**src/rtl/scd_pkg.sv**
```systemverilog
// Package with the types, codes and pattern tables of the surface command decoder.
`timescale 1ns / 1ps

package scd_pkg;

  localparam int NUM_PAT = 8;
  localparam logic [31:0] MIN_TIME_RESET = 32'd1735689600;
  localparam logic [31:0] TIME_MAX = 32'hFFFF_FFFF;
  localparam logic [7:0] CHAR_CR = 8'd13;
  localparam logic [7:0] CHAR_LF = 8'd10;
  localparam logic [7:0] CHAR_ZERO = "0";
  localparam logic [7:0] CHAR_NINE = "9";
  localparam logic [7:0] CHAR_T = "T";
  localparam logic [7:0] CHAR_DIGIT = "#";
  localparam logic [2:0] COUNT_MAX = 3'd7;

  typedef enum logic [3:0] {
    CMD_NONE     = 4'd0,
    CMD_QUERY    = 4'd1,
    CMD_TIMESYNC = 4'd2,
    CMD_STOPFIL  = 4'd3,
    CMD_STOPSYS  = 4'd4,
    CMD_TURBO    = 4'd5,
    CMD_RGA      = 4'd6,
    CMD_START    = 4'd7,
    CMD_SPEED    = 4'd8,
    CMD_INVALID  = 4'd9
  } cmd_t;

  typedef struct packed {
    logic [7:0] byte_in;
    logic       last;
  } in_t;

  typedef struct packed {
    cmd_t        cmd;
    logic [31:0] time_value;
    logic [13:0] speed;
  } out_t;

  // Fixed patterns, seven characters each, padded past their length.
  localparam logic [55:0] PAT_TEXT [NUM_PAT] = '{
    "?      ", "!ZFS   ", "!Z21   ", "!Z22   ",
    "!Z10   ", "!Z12   ", "!Z11   ", "!RS####"
  };
  localparam logic [2:0] PAT_LEN [NUM_PAT] = '{
    3'd1, 3'd4, 3'd4, 3'd4, 3'd4, 3'd4, 3'd4, 3'd7
  };
  localparam cmd_t PAT_CMD [NUM_PAT] = '{
    CMD_QUERY, CMD_STOPFIL, CMD_STOPSYS, CMD_STOPSYS,
    CMD_TURBO, CMD_RGA, CMD_START, CMD_SPEED
  };

  function automatic logic is_digit(input logic [7:0] b);
    return (b >= CHAR_ZERO) && (b <= CHAR_NINE);
  endfunction

  function automatic logic [7:0] pat_char(input logic [55:0] text, input logic [2:0] p);
    logic [2:0] idx;
    idx = 3'd6 - p;
    return text[{idx, 3'b000} +: 8];
  endfunction

endpackage

```
**src/rtl/scd_decode.sv**
```systemverilog
// Message state, pattern matching and command decision of the surface command decoder.
`timescale 1ns / 1ps

module scd_decode (
  input  logic          clk,
  input  logic          rst_n,
  input  logic          en,
  input  scd_pkg::in_t  item,
  input  logic [31:0]   min_time,
  output scd_pkg::out_t res
);

  logic [2:0]         char_count_r, char_count_nxt;
  logic [7:0]         first_char_r, first_char_nxt;
  logic [scd_pkg::NUM_PAT-1:0] alive_r, alive_nxt;
  logic [31:0]        number_acc_r, number_acc_nxt;
  logic               number_bad_r, number_bad_nxt;
  logic [13:0]        speed_acc_r, speed_acc_nxt;
  logic               crlf_pending_r, crlf_pending_nxt;
  logic               crlf_inside_r, crlf_inside_nxt;

  logic [7:0]  b;
  logic [3:0]  d;
  logic        dig;
  logic [35:0] acc_ext;
  logic [13:0] spd_ext;
  logic        found;
  logic [7:0]  pc;

  assign b   = item.byte_in;
  assign dig = scd_pkg::is_digit(b);
  assign d   = 4'(b - scd_pkg::CHAR_ZERO);
  assign acc_ext = {1'b0, number_acc_r, 3'b000} + {3'b000, number_acc_r, 1'b0} + {32'd0, d};
  assign spd_ext = {speed_acc_r[10:0], 3'b000} + {speed_acc_r[12:0], 1'b0} + {10'd0, d};

  always_comb begin
    char_count_nxt   = char_count_r;
    first_char_nxt   = first_char_r;
    alive_nxt        = alive_r;
    number_acc_nxt   = number_acc_r;
    number_bad_nxt   = number_bad_r;
    speed_acc_nxt    = speed_acc_r;
    crlf_pending_nxt = crlf_pending_r;
    crlf_inside_nxt  = crlf_inside_r;
    pc = 8'd0;
    if ((b == scd_pkg::CHAR_CR) || (b == scd_pkg::CHAR_LF)) begin
      crlf_pending_nxt = 1'b1;
    end else begin
      if (crlf_pending_r) begin
        crlf_inside_nxt  = 1'b1;
        crlf_pending_nxt = 1'b0;
      end
      if (char_count_r == 3'd0) begin
        first_char_nxt = b;
      end else if (!number_bad_r) begin
        if (!dig || (acc_ext[35:32] != 4'd0)) begin
          number_bad_nxt = 1'b1;
        end else begin
          number_acc_nxt = acc_ext[31:0];
        end
      end
      if ((char_count_r >= 3'd3) && (char_count_r <= 3'd6) && dig) begin
        speed_acc_nxt = spd_ext;
      end
      for (int k = 0; k < scd_pkg::NUM_PAT; k++) begin
        if (char_count_r >= scd_pkg::PAT_LEN[k]) begin
          alive_nxt[k] = 1'b0;
        end else begin
          pc = scd_pkg::pat_char(scd_pkg::PAT_TEXT[k], char_count_r);
          if (pc == scd_pkg::CHAR_DIGIT) begin
            if (!dig) begin
              alive_nxt[k] = 1'b0;
            end
          end else if (b != pc) begin
            alive_nxt[k] = 1'b0;
          end
        end
      end
      if (char_count_r != scd_pkg::COUNT_MAX) begin
        char_count_nxt = char_count_r + 3'd1;
      end
    end
  end

  always_comb begin
    res.cmd        = scd_pkg::CMD_INVALID;
    res.time_value = 32'd0;
    res.speed      = 14'd0;
    found          = 1'b0;
    if (char_count_nxt == 3'd0) begin
      res.cmd = scd_pkg::CMD_NONE;
    end else if (crlf_inside_nxt) begin
      res.cmd = scd_pkg::CMD_INVALID;
    end else if (first_char_nxt == scd_pkg::CHAR_T) begin
      if ((char_count_nxt >= 3'd2) && !number_bad_nxt && (number_acc_nxt > min_time) &&
          (number_acc_nxt != scd_pkg::TIME_MAX)) begin
        res.cmd        = scd_pkg::CMD_TIMESYNC;
        res.time_value = number_acc_nxt;
      end
    end else begin
      for (int k = 0; k < scd_pkg::NUM_PAT; k++) begin
        if (!found && alive_nxt[k] && (char_count_nxt == scd_pkg::PAT_LEN[k])) begin
          found   = 1'b1;
          res.cmd = scd_pkg::PAT_CMD[k];
          if (scd_pkg::PAT_CMD[k] == scd_pkg::CMD_SPEED) begin
            res.speed = speed_acc_nxt;
          end
        end
      end
    end
  end

  always_ff @(posedge clk) begin
    if (!rst_n || (en && item.last)) begin
      char_count_r   <= 3'd0;
      first_char_r   <= 8'd0;
      alive_r        <= '1;
      number_acc_r   <= 32'd0;
      number_bad_r   <= 1'b0;
      speed_acc_r    <= 14'd0;
      crlf_pending_r <= 1'b0;
      crlf_inside_r  <= 1'b0;
    end else if (en) begin
      char_count_r   <= char_count_nxt;
      first_char_r   <= first_char_nxt;
      alive_r        <= alive_nxt;
      number_acc_r   <= number_acc_nxt;
      number_bad_r   <= number_bad_nxt;
      speed_acc_r    <= speed_acc_nxt;
      crlf_pending_r <= crlf_pending_nxt;
      crlf_inside_r  <= crlf_inside_nxt;
    end
  end

endmodule

```
**src/rtl/surface_command_decoder.sv**
```systemverilog
// Top level of the surface command decoder: request registers, handshakes and min_time.
`timescale 1ns / 1ps

// The decoder takes one message byte per cycle while its output is not stalled, and
// gives one decoded command on the request that carries the last flag. Each byte
// passes an input register and then the decode logic into the result register; a
// stalled output holds the result back. Bytes are accepted whenever the input register
// is empty or moving on; the rate is set by the single decode stage that updates the
// message state and the result register together. A stalled result holds both stages
// in place. Write min_time only while no message is in flight.
module surface_command_decoder (
  input  logic          clk,
  input  logic          rst_n,
  input  logic          in_valid,
  output logic          in_ready,
  input  scd_pkg::in_t  in_data,
  output logic          out_valid,
  input  logic          out_ready,
  output scd_pkg::out_t out_data,
  input  logic          cfg_we,
  input  logic [31:0]   cfg_wdata
);

  logic          s1_valid_r;
  scd_pkg::in_t  s1_data_r;
  logic          out_valid_r, out_valid_nxt;
  scd_pkg::out_t out_data_r;
  scd_pkg::out_t res;
  logic [31:0]   min_time_r;
  logic          adv;
  logic          s1_fire;

  assign adv      = !out_valid_r || out_ready;
  assign s1_fire  = s1_valid_r && adv;
  assign in_ready = !s1_valid_r || adv;

  scd_decode u_decode (
    .clk      (clk),
    .rst_n    (rst_n),
    .en       (s1_fire),
    .item     (s1_data_r),
    .min_time (min_time_r),
    .res      (res)
  );

  always_comb begin
    out_valid_nxt = out_valid_r;
    if (adv) begin
      out_valid_nxt = s1_valid_r && s1_data_r.last;
    end
  end

  always_ff @(posedge clk) begin
    if (!rst_n) begin
      s1_valid_r  <= 1'b0;
      out_valid_r <= 1'b0;
      min_time_r  <= scd_pkg::MIN_TIME_RESET;
    end else begin
      out_valid_r <= out_valid_nxt;
      if (in_valid && in_ready) begin
        s1_valid_r <= 1'b1;
      end else if (adv) begin
        s1_valid_r <= 1'b0;
      end
      if (cfg_we) begin
        min_time_r <= cfg_wdata;
      end
    end
  end

  always_ff @(posedge clk) begin
    if (in_valid && in_ready) begin
      s1_data_r <= in_data;
    end
    if (s1_fire && s1_data_r.last) begin
      out_data_r <= res;
    end
  end

  assign out_valid = out_valid_r;
  assign out_data  = out_data_r;

endmodule

```
**config.mk**
```make
export PLATFORM = sky130hd
export DESIGN_NAME = surface_command_decoder
export DESIGN_NICKNAME = d
export VERILOG_FILES = /design/src/rtl/scd_pkg.sv /design/src/rtl/scd_decode.sv /design/src/rtl/surface_command_decoder.sv
export SDC_FILE = /design/constraint.sdc
export NUM_CORES = 1
export LEC_CHECK = 0
export BUFFER_PORTS_ARGS = -buffer_cell sky130_fd_sc_hd__buf_4
export CAP_MARGIN = 20
export CORE_ASPECT_RATIO = 0.7
export CORE_MARGIN = 2
export CORE_UTILIZATION = 25
export CTS_CLUSTER_SIZE = 28
export DETAILED_ROUTE_END_ITERATION = 12
export PLACE_DENSITY_LB_ADDON = 0.3
export SYNTH_ARGS = -nofsm -noshare
export SYNTH_HDL_FRONTEND = slang
export SYNTH_HIERARCHICAL = 1
export SYNTH_SLANG_ARGS = --single-unit
```
**constraint.sdc**
```tcl
create_clock -name clk -period 6.2 [get_ports clk]
set_clock_uncertainty 0.2 [all_clocks]
set_input_delay 1.24 -clock clk [delete_from_list [all_inputs] [get_ports clk]]
set_output_delay 1.24 -clock clk [all_outputs]
set_load 0.01 [all_outputs]
```
==> key figures <==
Die
  • Die X: 263 um
  • Die footprint: 48600 um2
  • Row count: 66
  • IO Count: 98
  • Core ar.: 46300 um2
  • Die height: 185 um
  • Initial core utilization: 25.2%

Synthesis
  • Flops & latches, synth: 161
  • Post-synth EDFFs: 59
  • Largest area contributor in the netlist: dfxtp_1
  • Post-synth top area share: 17.5%
  • Async SR Flop Fraction: 0%
  • Most used DFF post-synth: dfxtp_1
  • Cell types occupying the most area after synthesis: dfxtp_1 (17%), edfxtp_1 (15%), ha_1 (13%)
  • Mapped Cells: 1370
  • Syn_area_per_cell: 8.54 um2
  • Top cells by count, synth: nor2_1 (147), nand2_1 (132), ha_1 (125)
  • Syn nets: 1545
  • Mapped cell area: 11700 um2
  • Syn. warnings: 6
  • Cell with the most instances after synthesis: nor2_1
  • Seq/Total Area, Yosys: 32.6%
  • Synth unique cells: 79

Routing
  • DR iter-0 viols: 675
  • Residual DRC: 0
  • Total wire length: 38.7 mm
  • Via density: 4.83
  • WL/cell: 17.3 um
  • Drt first pass iters: 6
  • DRT antenna net count: 0
  • Via count: 10.8k

GRT
  • Top Usage Layer GRT: met1
  • Vias in the first global route: 10.4k
  • M1 GR Usage: 25.3%
  • Gr ovfl total: 0
  • Gr usage total: 16.0%
  • M3 GR Usage: 3.10%
  • First-pass GRT wire length: 60.4 mm
  • Initial antenna violation count: 1
  • Met2 Use GR: 21.8%
  • Largest net degree at the start of global routing: 52

Critical path
  • Critical-path cell with the highest stage delay: fa_1
  • Buf/Inv on CP: 6
  • Worst R2R End: out_data[35]
  • Crit path arrival time: 6270 ps
  • Flop-to-flop setup slack: -60 ps
  • CP startpoint kind: register
  • Critical R2R Launch: s1_data_r[4]
  • Crit path max fanout: 6
  • Reg2Reg Depth: 28
  • Setup crit end kind: register
  • Crit Path Category: register to register
  • Crit path depth: 28
  • CP delay by family, top: compound AO/OA/AOI/OAI gates
  • Max stage delay on crit path: 520 ps
  • WP data required: 6220 ps

Hold path
  • Hold/Removal Path Class: register to register
  • Beginning of the worst hold path: u_decode/alive_r[7]
  • Worst hold stages: 2
  • Hold path endpoint: u_decode/alive_r[7]

STA
  • Rel. slew slack: 44.3%
  • Max Freq: 160 MHz
  • Worst slew pin tran: 812 ps
  • Final slew viol count: 0
  • PnR worst setup slack: -55.4 ps
  • Final setup viols: 22
  • Final number of hold-violating endpoints: 0
  • RSZ-0062 raised after global routing: true
  • Tmin final: 6260 ps
  • Crit share post-route: 101%

Pwr
  • Pwr/cell area: 188 nW/um2
  • Leak: 0.00684 uW
  • Worst vdd ir: 0.000186 V

Placement
  • Final GP Congestion: 0.909
  • DP Worst Slack: -383 ps
  • Detailed placement HPWL: 29.9 mm
  • IO Port Bufs: 97

Outcome
  • Failing checks: negative setup slack
  • Status: complete, but fails checks

Layout
  • Register area: 3820 um2
  • Area growth syn-to-layout: 34.1%
  • Filler instances: 4786
  • Antenna Cells: 0
  • Area of the multi-input gates: 7780 um2
  • Nets: 1789
  • Final Util: 33.8%
  • Share of cells above drive strength 1: 28.0%

Clock tree
  • TritonCTS clock tree: built
  • H-tree Lvls: 4
  • Clock Path Buffers: 2
  • Worst-skew pair later-pin latency: 460 ps
  • Clock Pin Slew Worst Setup and Hold Paths: 70 ps
  • CTS sink cnt: 161
  • Root buf cell: clkbuf_16
  • CTS buffer count: 17

Flow run
  • Number of max-cap violations: 0
## cells in the final DEF (no fill, tap or decap), drive strengths merged, types with 5 or more instances in the layout
cell type	count
buf	297
nor2	148
nand2	132
ha	125
a21oi	105
dfxtp	102
inv	93
mux2i	65
o21ai	61
edfxtp	59
a211oi	44
nor2b	34
xnor2	30
nand4	27
nor3	27
nand3	26
a21o	22
clkbuf	20
and2	17
xor2	16
nand2b	15
nor4	11
o21a	11
and3	10
or2	10
and4	9
a31oi	9
a21boi	8
or3	7
o31ai	7
o2111ai	5
## report_power, final
group	switching, uW	total, uW	leakage, uW	internal, uW
Combinational	358	639	0.00518	280
Sequential	42.1	1180	0.00136	1140
Clock	457	1130	0.000294	676
## cells by family after synthesis
kind of cell	count (synthesis)	share of synthesized area, %
fa+ha+maj	129	14.1
simple gates	490	20.3
compound gates	315	17.8
xor+xnor	46	3.44
mux	66	5.69
buf+inv	163	6.00
flops	161	32.6
## final cells by class
cell class / instances / area share (%)
flip-flops and latches: 161 / 24.4
inverters: 91 / 2.18
multi-input cells: 1046 / 49.6
well taps: 612 / 4.88
repair buffers: 297 / 15.0
clock inverters: 12 / 1.16
clock buffers: 20 / 2.78
## flip-flops by register name, summed over array words and instances, names as in the netlist, 3 cells and up
register               flops
u_decode/number_acc_r     32
u_decode/char_count_r      3
s1_data_r                  9
min_time_r                32
out_data                  50
u_decode/first_char_r      8
u_decode/speed_acc_r      14
u_decode/alive_r           8
## repair_timing
item	in CTS	in global routing
resized for setup	73	78
endpoints found under the setup margin	35	35
cloned	5	0
hold buffers	0	0
pin swaps	28	36
setup buffers	21	6
## worst max path at each step
stage          slack (ps)    startpoint      endpoint
2_1_floorplan           4  s1_data_r[4]  out_data[15]
3_3_place_gp         -300  s1_data_r[4]  out_data[46]
3_5_place_dp         -380  s1_data_r[4]  out_data[46]
4_1_cts               -20  s1_data_r[3]  out_data[43]
5_1_grt              -230  s1_data_r[4]  out_data[23]
6_report              -60  s1_data_r[4]  out_data[35]
## routing by layer
layer	routed length, um	part of all wire [%]
met1	21400	55
met2	15100	39
met3	1950	5.0
met4	293	0.76
met5	0	0
## worst min-delay path: cells and delay by family, from the launching register on
kind | cells | cell delay (ps)
flops | 1 | 300
simple gates | 2 | 90
## metrics by stage
| step | power [uW] | instance area, um2 | TNS, ps | instances | hold WS, ps |
|---|---|---|---|---|---|
| after CTS | 2960 | 15400 | -100 | 2237 | 242 |
| after global placement | 1780 | 14200 | -4420 | 2179 | 225 |
| after detailed placement | 1780 | 14200 | -7550 | 2179 | 232 |
| after global routing | 3100 | 15700 | -6610 | 2239 | 267 |
| final | 2960 | 15700 | -676 | 2239 | 240 |
| after floorplan | 1540 | 11700 | 0 | 1370 | 215 |
(Power assumes the default switching activity.)
